--- config.mk ---
export PLATFORM = sky130hd
export DESIGN_NAME = gec_ctrl
export DESIGN_NICKNAME = d
export VERILOG_FILES = /design/src/hw/rtl/gec_pkg.sv /design/src/hw/rtl/gec_ctrl.sv
export SDC_FILE = /design/constraint.sdc
export NUM_CORES = 1
export LEC_CHECK = 0
export BUFFER_PORTS_ARGS = -buffer_cell sky130_fd_sc_hd__buf_2
export CAP_MARGIN = 20
export CORE_AREA = 2 2 39 41
export CTS_CLUSTER_SIZE = 28
export DETAILED_ROUTE_END_ITERATION = 16
export DIE_AREA = 0 0 41 43
export PLACE_DENSITY = 0.71
export SLEW_MARGIN = 20
export SYNTH_ARGS = -nofsm -noshare
export SYNTH_HDL_FRONTEND = slang
export SYNTH_SLANG_ARGS = --single-unit
--- constraint.sdc ---
create_clock -name i_clk -period 3.35 [get_ports i_clk]
set_input_delay 0.335 -clock i_clk [delete_from_list [all_inputs] [get_ports i_clk]]
set_output_delay 0.335 -clock i_clk [all_outputs]
set_load 0.01 [all_outputs]
--- src/hw/rtl/gec_pkg.sv ---
`default_nettype none
// ----------------------------------------------------------------------------
// gec_pkg: shared types and constants of the graphlet extension counter
// Item and result payloads, action and shape codes, controller/datapath
// command and status groups.
// ----------------------------------------------------------------------------
package gec_pkg;

    // graph size; vertex numbers are 6-bit fields, so rows are 64 bits wide
    localparam int MAX_VERTICES = 64;
    localparam int VTX_W        = 6;
    localparam int CFG_W        = 7;
    localparam int CNT_W        = 8;
    localparam int SLICE_W      = 16;
    localparam int NUM_SLICES   = MAX_VERTICES / SLICE_W;
    localparam int SLICE_CNT_W  = $clog2(SLICE_W + 1);
    localparam int PART_W       = $clog2(MAX_VERTICES + 1);
    // accumulator sum with carry for saturation
    localparam int SUM_W        = CNT_W + 1;

    // action codes
    localparam logic [1:0] ACT_CONNECT    = 2'd0;
    localparam logic [1:0] ACT_DISCONNECT = 2'd1;
    localparam logic [1:0] ACT_QUERY      = 2'd2;
    localparam logic [1:0] ACT_COUNT      = 2'd3;

    // base shape codes
    localparam logic [1:0] SHP_TRIANGLE = 2'd0;
    localparam logic [1:0] SHP_PATH     = 2'd1;
    localparam logic [1:0] SHP_EMPTY    = 2'd2;
    localparam logic [1:0] SHP_EDGE     = 2'd3;

    // role rotations: (b,c,a), (c,a,b), (a,b,c)
    localparam logic [1:0] ROT_BCA = 2'd0;
    localparam logic [1:0] ROT_CAB = 2'd1;
    localparam logic [1:0] ROT_ABC = 2'd2;

    typedef struct packed {
        logic [1:0]       action;
        logic [VTX_W-1:0] vertex_a;
        logic [VTX_W-1:0] vertex_b;
        logic [VTX_W-1:0] vertex_c;
        logic [1:0]       base_shape;
        logic [2:0]       neighbor_pattern;
    } t_in_item;

    typedef struct packed {
        logic             edge_present;
        logic [CNT_W-1:0] extension_count;
        logic             range_error;
    } t_out_item;

    typedef enum logic [1:0] {
        RES_ERR,
        RES_EDGE,
        RES_CNT
    } t_res_kind;

    // controller -> datapath
    typedef struct packed {
        logic       load_item;
        logic       rd_c;
        logic       cap_ab;
        logic       cap_c;
        logic       wr_a;
        logic       wr_b;
        logic       cnt_clr;
        logic       part_load;
        logic       acc_add;
        logic [1:0] rot;
        logic       res_load;
        t_res_kind  res_kind;
    } t_dp_cmd;

    // datapath -> controller
    typedef struct packed {
        logic [1:0] action;
        logic       bad;
    } t_dp_sts;

endpackage : gec_pkg
`default_nettype wire

--- src/hw/rtl/gec_ctrl.sv ---
`default_nettype none
// ----------------------------------------------------------------------------
// gec_ctrl: controller of the graphlet extension counter
// Sequences decode, row reads, mirror writes, the three rotation steps and
// the result strobe.
// ----------------------------------------------------------------------------
module gec_ctrl (
    input  wire logic             i_clk,
    input  wire logic             i_rst_n,
    input  wire logic             i_start,
    output logic                  o_busy,
    output logic                  o_res_strobe,
    input  wire gec_pkg::t_dp_sts i_sts,
    output gec_pkg::t_dp_cmd      o_cmd
);
    import gec_pkg::*;

    typedef enum logic [3:0] {
        S_IDLE,
        S_DEC,
        S_RD2,
        S_RD3,
        S_CNT,
        S_FIN,
        S_QRY,
        S_W1,
        S_W2
    } t_state;

    t_state     r_state;
    logic [1:0] r_rot;

    assign o_busy = (r_state != S_IDLE);

    // state, rotation counter and result strobe
    always_ff @(posedge i_clk) begin
        if (!i_rst_n) begin
            r_state      <= S_IDLE;
            r_rot        <= ROT_BCA;
            o_res_strobe <= 1'b0;
        end else begin
            // strobe follows a range error, a query or the end of a count
            o_res_strobe <= ((r_state == S_DEC) && i_sts.bad) ||
                            (r_state == S_FIN) || (r_state == S_QRY);
            unique case (r_state)
                S_IDLE: begin
                    if (i_start) begin
                        r_state <= S_DEC;
                    end
                end
                S_DEC: begin
                    if (i_sts.bad) begin
                        r_state <= S_IDLE;
                    end else begin
                        unique case (i_sts.action)
                            ACT_CONNECT, ACT_DISCONNECT: r_state <= S_W1;
                            ACT_QUERY:                   r_state <= S_QRY;
                            ACT_COUNT:                   r_state <= S_RD2;
                            default:                     r_state <= S_IDLE;
                        endcase
                    end
                end
                S_RD2: r_state <= S_RD3;
                S_RD3: begin
                    r_state <= S_CNT;
                    r_rot   <= ROT_BCA;
                end
                S_CNT: begin
                    if (r_rot == ROT_ABC) begin
                        r_state <= S_FIN;
                    end else begin
                        r_rot <= r_rot + 2'd1;
                    end
                end
                S_FIN, S_QRY: r_state <= S_IDLE;
                S_W1: r_state <= S_W2;
                S_W2: r_state <= S_IDLE;
                default: r_state <= S_IDLE;
            endcase
        end
    end

    // datapath commands
    always_comb begin
        o_cmd           = '0;
        o_cmd.res_kind  = RES_ERR;
        o_cmd.rot       = r_rot;
        o_cmd.load_item = (r_state == S_IDLE) && i_start;
        unique case (r_state)
            S_DEC: begin
                o_cmd.res_load = i_sts.bad;
            end
            S_RD2: begin
                o_cmd.cap_ab  = 1'b1;
                o_cmd.rd_c    = 1'b1;
                o_cmd.cnt_clr = 1'b1;
            end
            S_RD3: o_cmd.cap_c = 1'b1;
            S_CNT: begin
                o_cmd.part_load = 1'b1;
                o_cmd.acc_add   = 1'b1;
            end
            S_FIN: begin
                o_cmd.res_load = 1'b1;
                o_cmd.res_kind = RES_CNT;
            end
            S_QRY: begin
                o_cmd.res_load = 1'b1;
                o_cmd.res_kind = RES_EDGE;
            end
            S_W1: begin
                o_cmd.wr_a   = 1'b1;
                o_cmd.cap_ab = 1'b1;
            end
            S_W2: o_cmd.wr_b = 1'b1;
            default: o_cmd.load_item = (r_state == S_IDLE) && i_start;
        endcase
    end

    // results are only shown while idle
    a_strobe_idle: assert property (@(posedge i_clk) disable iff (!i_rst_n)
        o_res_strobe |-> !o_busy)
        else $error("result strobe while busy");

    // a connect or disconnect gives no result
    a_write_silent: assert property (@(posedge i_clk) disable iff (!i_rst_n)
        (r_state == S_W2) |=> !o_res_strobe)
        else $error("result after matrix write");

    // an accepted request makes the block busy
    a_accept_busy: assert property (@(posedge i_clk) disable iff (!i_rst_n)
        (i_start && !o_busy) |=> o_busy)
        else $error("accepted request did not start");

    // never two writes in one cycle
    a_one_write: assert property (@(posedge i_clk) disable iff (!i_rst_n)
        !(o_cmd.wr_a && o_cmd.wr_b))
        else $error("two row writes in one cycle");

endmodule : gec_ctrl
`default_nettype wire

==> out/results.txt, run 1 <==
Worst EP arrival = 1510 ps
Switching Share = 29.7%
Ant. Diodes = 0
Largest net degree at the start of global routing = 16
Max Root-Sink Buffers = 2
Overall global routing resource usage = 12.4%
Sequential share of power = 44.8%
Critical-path maximum fanout = 15
Depth of the worst register-to-register path = 3
Comb pwr share = 23.1%
# DRC = 0
Cells after Synth = 59
CP max-delay cell = dfxtp_1
Clock Power Share = 32.0%
Die ar. = 0.00176 mm2
Critical Path Max Stage Delay = 610 ps
Syn_area_per_cell = 8.08 um2
Vias in the first global route = 400
Final Max Slew Viols = 0
Fin crit period = 1850 ps
Leakage = 0.000268 uW
Die boundary width = 41 um
First-pass GRT wire length = 1500 um
Worst Hold Depth = 3
Core area = 0.00138 mm2
Unique masters post-synth = 26
Net load switching power = 67.3 uW
Max-slew headroom = 68.3%
Sink Count = 7
Layout cell share with drive strength beyond 1 = 35.9%
Post-CTS Setup Inserts = 0
CTS tree = built
Most Crowded Layer GR = met2
Final #Nets = 86
DR iter-0 viols = 6
Peak Freq = 0.542 GHz
Via count = 461
Startpoint Class = flip-flop
Sum Neg Setup Slack = 0 ps
Final Routed Wirelength = 960 um
Routed WL per cell = 10.2 um
Dpl hpwl = 742 um
PD cells = 382 mW/mm2
Commonest non-fill, non-tap cell in the layout = buf_2
Synth Warn # = 0
Routed vias/inst = 4.90
Row count = 14
Hold Fails Final Rpt = 0
Clk pin slew, worst setup/hold paths = 50 ps
Final instance area = 594 um2
GR Layer Usage met1 = 15.2%
Outcome = complete, no violations
Post-cts sizing count = 0
Synthesized flop and latch total = 7
Synthesis-to-layout area growth = 24.7%
Worst vdd ir = 0.000154 V
Met3 Use GR = 1.57%
Internal power = 160 uW
Hold/Removal Path Class = in -> reg
Die H = 43 um
Met2 GRT Util = 18.1%
Placed cell area = 568 um2
CTS buffer count = 3
Kind of critical path = reg -> out
CP Cell Sequence = nor4b_2, buf_2
Setup Skew = 1.84 ps
RSZ-0062 raised after global routing = no
Most frequent cells in the layout = buf_2 (21), nand2_1 (7), nor2_1 (7), dfxtp_1 (7), nor3_1 (4)
I/O Pins = 22
Register area share after synthesis = 29.4%
Max-Cap Viols = 0
Initial antenna violation count = 0
Crit path capture type = output pin
CTS H-tree lvls = 1
Post-Synthesis Cell Area = 477 um2
Hold-fix buffer count after cts = 0
Syn Nets = 66
Worst-Margin Slew = 475 ps
Total gr overflow = 0
Root Buffer = clkbuf_4
Starting density of the core = 34.4%
Pre-Repair DR Iteration Count = 2
IO buf count = 21
Clk_lat worst skew = 240 ps
Post-DRT Antenna Nets = 0
Crit path required time = 3010 ps
Final setup fails = 0
Final worst-path cycle share = 55.1%
GPL Wtd Cong = 0.692
-- cell usage after synthesis, drive strengths merged --
master	number	area (um2)
nand4	1	6.26
mux2	1	11.3
a31oi	1	6.26
nand2b	2	12.5
dfxtp	7	140
nor3	4	20.0
ha	1	12.5
a2111oi	2	17.5
inv	2	7.51
o21bai	1	7.51
or4b	1	13.8
buf	6	33.8
nand3	1	5.00
nand3b	2	15.0
a21oi	4	31.3
nand2	7	26.3
nor4b	2	23.8
xor2	1	8.76
mux2i	3	30.0
nor3b	2	15.0
nor2	7	26.3
and3	1	6.26
-- power groups by stage --
stage	logic [uW]	registers (uW)	clock network, uW
6_report	52.4	102	72.7
5_1_grt	59.0	103	82.5
4_1_cts	53.3	101	76.5
3_5_place_dp	53.0	103	0
3_3_place_gp	52.6	102	0
2_1_floorplan	46.6	93.9	0
-- flip-flops by register name, indices dropped and copies added, names as in the netlist --
signal        count
r_state           4
o_res_strobe      1
r_rot             2
-- metrics by stage --
step           cells  power [uW]  util, %  setup slack (ps)  hold WS, ps
2_1_floorplan     59         140        -              1830          483
3_3_place_gp      90         155     41.0              1820          460
3_5_place_dp      90         156     41.0              1770          471
4_1_cts           94         231     42.9              1480          386
5_1_grt           94         245     42.9              1360          402
6_report          94         227     42.9              1500          389
-- worst paths after layout --
kind / startpoint / endpoint / slack (ps)
min reg2reg: r_rot[0] / r_rot[0] / 470
max reg2reg: r_state[2] / r_rot[1] / 1770
max: r_state[2] / o_cmd[5] / 1500
min: i_rst_n / r_rot[0] / 390
-- cells by family after synthesis --
| family | after synthesis | synth area share [%] |
|---|---|---|
| simple gates | 30 | 35.7 |
| compound gates | 8 | 13.1 |
| buf+inv | 8 | 8.66 |
| flops | 7 | 29.4 |
| mux | 4 | 8.66 |
| xor+xnor | 1 | 1.84 |
| fa+ha+maj | 1 | 2.62 |
-- layout make-up --
| type | instances | area (um2) |
|---|---|---|
| clock buffer | 4 | 26.3 |
| fill | 157 | 790 |
| inverter | 2 | 7.51 |
| multi-input combinational | 44 | 295 |
| sequential | 7 | 140 |
| tap | 16 | 20.0 |
| timing repair buffer | 21 | 105 |
-- layer usage --
layer / vias to the layer above / share of wire [%]
li1: 245 / -
met1: 208 / 45
met2: 6 / 51
met3: 2 / 3.4
met4: 0 / 0.63
met5: - / 0
-- critical path, delay by kind of cell, from the launching register on --
family	cells	cell delay, ps
AND/OR/NAND/NOR	1	450
buffers and inverters	1	210
flip-flops	1	610
Power figures use the tool's default switching activity.
==> run 2, diff against run 1 <==
Settings changed: PLACE_DENSITY 0.71 to 0.73.
Clock period 3.35 ns to 1.5 ns, I/O delays scaled along.
==> run 2 against run 1 <==
Net effect: setup slack worse by 1500 ps; sequential power grew 110%; final cell count up 13%; sequential share of layout area shrank 4.1 points; flip-flop and latch count did not move; non-clock buffer count increased by 12; design area is 29% higher; critical path type is now reg -> reg; critical endpoint is now r_rot[0]; largest power group unchanged.
==> out/results.txt, run 2 (same netlist as run 1, synthesis figures left out) <==
Crit path required time = 1670 ps (-1340 ps)
Vias in the first global route = 478 (+20%)
Worst-Margin Slew = 348 ps (-127 ps)
Core area = 0.00138 mm2 (unchanged)
Max-slew headroom = 76.8% (+8.4 points)
Hold Path Sink = r_rot[1]
First-pass GRT wire length = 1950 um (+30%)
Sum Neg Setup Slack = 0 ps (unchanged)
Die ar. = 0.00176 mm2 (unchanged)
Sequential share of power = 36.9% (-7.9 points)
Cell Count, Final, Fillers Out = 106 (+13%)
Overall global routing resource usage = 16.7% (+4.3 points)
CTS H-tree lvls = 1 (unchanged)
Depth of the worst register-to-register path = 5 (+2)
Final worst-path cycle share = 98.2%
Kind of critical path = reg -> reg
Final #Nets = 98 (+14%)
Fin crit period = 1470 ps
Net load switching power = 178 uW (+160%)
CTS buffer count = 3 (unchanged)
Die H = 43 um (unchanged)
Crit path capture type = flip-flop
DR iter-0 viols = 1 (-5)
Via count = 554 (+20%)
Sink Count = 7 (unchanged)
Largest register FFs = 4 (unchanged)
Peak Freq = 0.679 GHz
Critical Path Max Stage Delay = 490 ps (-120 ps)
Synthesis-to-layout area growth = 60.4%
Regs by FF count = r_state x4, r_rot x2, o_res_strobe x1
CP max-delay cell = or4b_4
Die boundary width = 41 um (unchanged)
R2r setup slk = 30 ps (-1740 ps)
Final Routed Wirelength = 1390 um (+45%)
Startpoint Class = flip-flop
Routed vias/inst = 5.23 (+6.6%)
Clock Power Share = 28.3% (-3.7 points)
Max-Cap Viols = 0 (unchanged)
Hold Fails Final Rpt = 0 (unchanged)
Fillers = 131 (-17%)
Clk_lat worst skew = 250 ps (about the same)
Max Root-Sink Buffers = 2 (unchanged)
Placed cells = 96 (+6.7%)
RSZ-0062 raised after global routing = yes
Commonest non-fill, non-tap cell in the layout = buf_2
Starting density of the core = 34.4% (unchanged)
Total chip power = 580 uW (+160%)
Layout cell share with drive strength beyond 1 = 57.8% (+22 points)
Fin Hold WS = 202 ps (-187 ps)
Dpl hpwl = 930 um (+25%)
Switching Share = 30.7% (+1.1 points)
Routed WL per cell = 13.1 um (+28%)
Hold/Removal Path Class = in -> reg
Final setup fails = 0 (unchanged)
CP startpoint = r_rot[0]
Pre-Repair DR Iteration Count = 4 (+2)
Root Buffer = clkbuf_4
Hold wc startpoint = i_rst_n
Clk pin slew, worst setup/hold paths = 50 ps (about the same)
CTS tree = built
Ant. Diodes = 0 (unchanged)
Worst r2r src = r_rot[0]
Worst Hold Depth = 3 (unchanged)
Largest net degree at the start of global routing = 10 (-6)
Outcome = complete, no violations
Hold-fix buffer count after cts = 0 (unchanged)
CP Cell Sequence = inv_2, ha_4, or4b_4, a21oi_4, mux2i_1
Total gr overflow = 0 (unchanged)
Top reg by flops = r_state
Most frequent cells in the layout = buf_2 (21), buf_4 (9), nand2_1 (7)
Worst EP arrival = 1640 ps (+130 ps)
Setup Skew = 0.837 ps (-1.00 ps)
Worst vdd ir = 0.000361 V (+140%)
Final Max Slew Viols = 0 (unchanged)
Critical-path maximum fanout = 2 (-13)
Leakage = 0.000350 uW (+31%)
Internal power = 402 uW (+150%)
Worst R2R End = r_rot[0]
I/O Pins = 22 (unchanged)
Initial antenna violation count = 0 (unchanged)
Post-DRT Antenna Nets = 0 (unchanged)
Comb pwr share = 34.8% (+12 points)
Row count = 14 (unchanged)
PD cells = 758 mW/mm2 (+99%)
IO buf count = 21 (unchanged)
# DRC = 0 (unchanged)
GPL Wtd Cong = 0.742 (+7.3%)
[run 2: cell count changes in the layout (fill, tap and decap cells not counted), moves of 2 or more]
| cell | previous run | this run |
|---|---|---|
| dfxtp_2 | 0 | 4 |
| buf_4 | 0 | 9 |
| a2111oi_0 | 2 | 0 |
| buf_6 | 0 | 3 |
| dfxtp_1 | 7 | 2 |
[run 2: routing by layer]
layer / global-route usage (%) / part of all wire, % / vias up
li1: - / - / 270
met1: 15.9 / 39 / 260
met2: 26.9 / 52 / 18
met3: 5.76 / 4.7 / 6
met4: 13.3 / 3.5 / 0
met5: 0 / 0 / -
[run 2: area by class of cell]
class                   instances  area (um2)  share of cell area, %
multi-input cells              44         355                   46.5
repair buffers                 33         206                   27.0
flip-flops and latches          7         149                   19.5
clock buffers                   4        26.3                   3.44
well taps                      16        20.0                   2.62
inverters                       2        7.51                  0.982
[run 2: per-stage QoR]
stage               cell area [um2]  utilization [%]  worst slack, ps
CTS                             688             49.7            -15.3
finish                          764             55.2             27.1
global placement                614             44.4             39.2
global route                    764             55.2            -87.8
floorplan                       478                -             20.6
detailed placement              614             44.4            -54.7
[run 2: worst max-delay path by stage]
stage                     slack, ps  depth (start not counted)  endpoint
final                            30                          5  r_rot[0]
after global routing            -90                          5  r_rot[0]
after CTS                       -20                          5  r_rot[0]
after floorplan                  20                          5  r_rot[0]
after global placement           40                          5  r_rot[0]
after detailed placement        -50                          5  r_rot[0]
[run 2: worst max-delay path, delay by kind of cell, from the launching register on]
family                   cells  cell delay, ps
adder cells (fa/ha/maj)      1             150
multiplexers                 1             210
AND/OR/NAND/NOR              1             490
buffers and inverters        1              50
AO/OA/AOI/OAI                1             160
flip-flops                   1             330
[run 2: repair_timing]
item,4_1_cts,5_1_grt
gates resized for setup,9,12
setup buffers,2,4
pin swaps,1,4
setup endpoints to repair,7,10
hold endpoints to repair,0,0
[run 2: power by group through the flow]
stage / clock, uW / sequential (uW) / combinational [uW]
after global routing: 183 / 215 / 218
after floorplan: 0 / 210 / 104
after CTS: 170 / 210 / 166
final: 164 / 214 / 202
after detailed placement: 0 / 212 / 159
after global placement: 0 / 213 / 155
==> run 3, diff against run 2 <==
Settings changed: CTS_CLUSTER_DIAMETER set to 100, PLACE_DENSITY 0.73 to 0.71.
Clock period 1.5 ns to 1.42 ns, I/O delays scaled along.
==> run 3 against run 2 <==
Net effect: the run now ends with setup timing left; critical path type is now reg -> out; via count fell by 3.1%; count of clock-buffer cells in the layout did not move; global-route usage rose by 0.35 points; clock power rose by 7%; sequential power rose by 2%; design area rose by 1.3%; flip-flop and latch count did not move; combinational power rose by 11%; setup slack got worse by 100 ps; utilization rose by 0.72 points; largest cell class unchanged; first-iteration DRC count rose to 4.0 times the previous value.
==> out/results.txt, run 3 (same netlist as run 1, synthesis figures left out) <==
Cell Count, Final, Fillers Out = 110 (+3.8%)
Startpoint Class = flip-flop
CP Cell Sequence = buf_12, o21bai_1, mux2_4, nor2_2, buf_2
Commonest non-fill, non-tap cell in the layout = buf_2
Post-DRT Antenna Nets = 0 (unchanged)
Die boundary width = 41 um (unchanged)
Overall global routing resource usage = 17.1% (+0.35 points)
Met2 GRT Util = 30.0% (+3.1 points)
Setup Skew = 2.47 ps (+1.63 ps)
Hold-fix buffer count after cts = 0 (unchanged)
Worst-Margin Slew = 368 ps (+20.3 ps)
Post-Place Setup Slack = -18.6 ps (+36.1 ps)
CTS tree = built
DR iter-0 viols = 4 (+3)
Final #Nets = 102 (+4.1%)
Failing checks = setup timing
Final Routed Wirelength = 1310 um (-5.7%)
Total gr overflow = 0 (unchanged)
Crit path capture type = output pin
Met3 Use GR = 4.71% (-1.0 points)
Outcome = finished, violations left
Ant. Diodes = 0 (unchanged)
Largest net degree at the start of global routing = 14 (+4)
Worst r2r src = r_rot[0]
First-pass GRT wire length = 1960 um (+0.36%)
Pre-Repair DR Iteration Count = 2 (-2)
Largest register FFs = 4 (unchanged)
Placed cells = 96 (unchanged)
Fin worst setup slack = -73.8 ps (-101 ps)
GR Layer Usage met1 = 16.1% (+0.16 points)
Top reg by flops = r_state
Hold Fails Final Rpt = 0 (unchanged)
CTS H-tree lvls = 1 (unchanged)
Clk pin slew, worst setup/hold paths = 50 ps (about the same)
Most frequent cells in the layout = buf_2 (22), buf_4 (12), nand2_1 (7)
Critical-path maximum fanout = 11 (+9)
Hold/Removal Path Class = in -> reg
CP max-delay cell = dfxtp_4
PD cells = 797 mW/mm2 (+5.0%)
Leakage = 0.000366 uW (+4.7%)
Fin crit period = 1490 ps
Critical Path Max Stage Delay = 350 ps (-140 ps)
I/O Pins = 22 (unchanged)
Dpl hpwl = 914 um (-1.7%)
RSZ-0062 raised after global routing = yes
Max-slew headroom = 74.8% (-1.9 points)
Worst vdd ir = 0.000506 V (+40%)
Routed WL per cell = 11.9 um (-9.1%)
Clk_lat worst skew = 250 ps (about the same)
Starting density of the core = 34.4% (unchanged)
Hold wc startpoint = i_rst_n
Most Crowded Layer GR = met2
Regs by FF count = r_state x4, r_rot x2, o_res_strobe x1
Layout cell share with drive strength beyond 1 = 57.4% (-0.33 points)
Final setup fails = 5 (+5)
Kind of critical path = reg -> out
Worst EP arrival = 1350 ps (-290 ps)
Crit path required time = 1280 ps (-390 ps)
Max Root-Sink Buffers = 2 (unchanged)
# DRC = 0 (unchanged)
Synthesis-to-layout area growth = 62.5%
Initial antenna violation count = 0 (unchanged)
Peak Freq = 0.669 GHz
Routed vias/inst = 4.88 (-6.6%)
Max-Cap Viols = 0 (unchanged)
Die ar. = 0.00176 mm2 (unchanged)
Sink Count = 7 (unchanged)
Die H = 43 um (unchanged)
GPL Wtd Cong = 0.737 (-0.77%)
Vias in the first global route = 513 (+7.3%)
Core area = 0.00138 mm2 (unchanged)
CTS buffer count = 3 (unchanged)
Row count = 14 (unchanged)
Via count = 537 (-3.1%)
Root Buffer = clkbuf_4
Final worst-path cycle share = 105%
IO buf count = 21 (unchanged)
Final Max Slew Viols = 0 (unchanged)
CP startpoint = r_state[1]
[run 3: worst paths after layout]
kind / to / slack (ps) / cells after the start
max: o_cmd[2] / -70 / 5
min: r_rot[0] / 180 / 3
max reg2reg: r_rot[0] / -10 / 5
min reg2reg: r_rot[1] / 510 / 2
[run 3: what timing repair did]
item                                    in CTS  in global routing
cloned                                       0                  1
pin swaps                                    2                  2
endpoints found under the setup margin       8                 12
gates resized for setup                      5                  7
buffers inserted                             7                  2
[run 3: stage by stage]
step / total power (uW) / hold WS (ps) / TNS (ps) / area, um2 / utilization (%)
after floorplan: 332 / 280 / -24.8 / 490 / -
after detailed placement: 397 / 443 / -35.4 / 639 / 46.2
after global routing: 657 / 190 / -536 / 774 / 56.0
after global placement: 395 / 438 / 0 / 639 / 46.2
after CTS: 603 / 175 / -170 / 728 / 52.6
final: 617 / 182 / -111 / 774 / 56.0
[run 3: cell type report]
class	count	area (um2)
Sequential cell	7	151
Clock buffer	4	26.3
Multi-Input combinational cell	44	327
Timing Repair Buffer	37	243
Tap cell	16	20.0
Inverter	2	7.51
Fill cell	129	609
[run 3: layer usage]
layer | wire length, um | up-vias
met4 | 30 | 0
met3 | 34 | 4
met2 | 703 | 9
met1 | 543 | 247
met5 | 0 | -
li1 | - | 277
[run 3: power by group]
| part | leakage (uW) | internal, uW | total, uW | switching, uW |
|---|---|---|---|---|
| logic | 0.000292 | 118 | 224 | 105 |
| registers | 0.0000597 | 208 | 218 | 9.92 |
| clock network | 0.0000150 | 107 | 175 | 68.5 |
[run 3: critical path: cells and delay by family, from the launching register on]
kind	cells	cell delay, ps
flip-flops	1	350
multiplexers	1	270
buffers and inverters	2	260
AO/OA/AOI/OAI	1	150
AND/OR/NAND/NOR	1	80
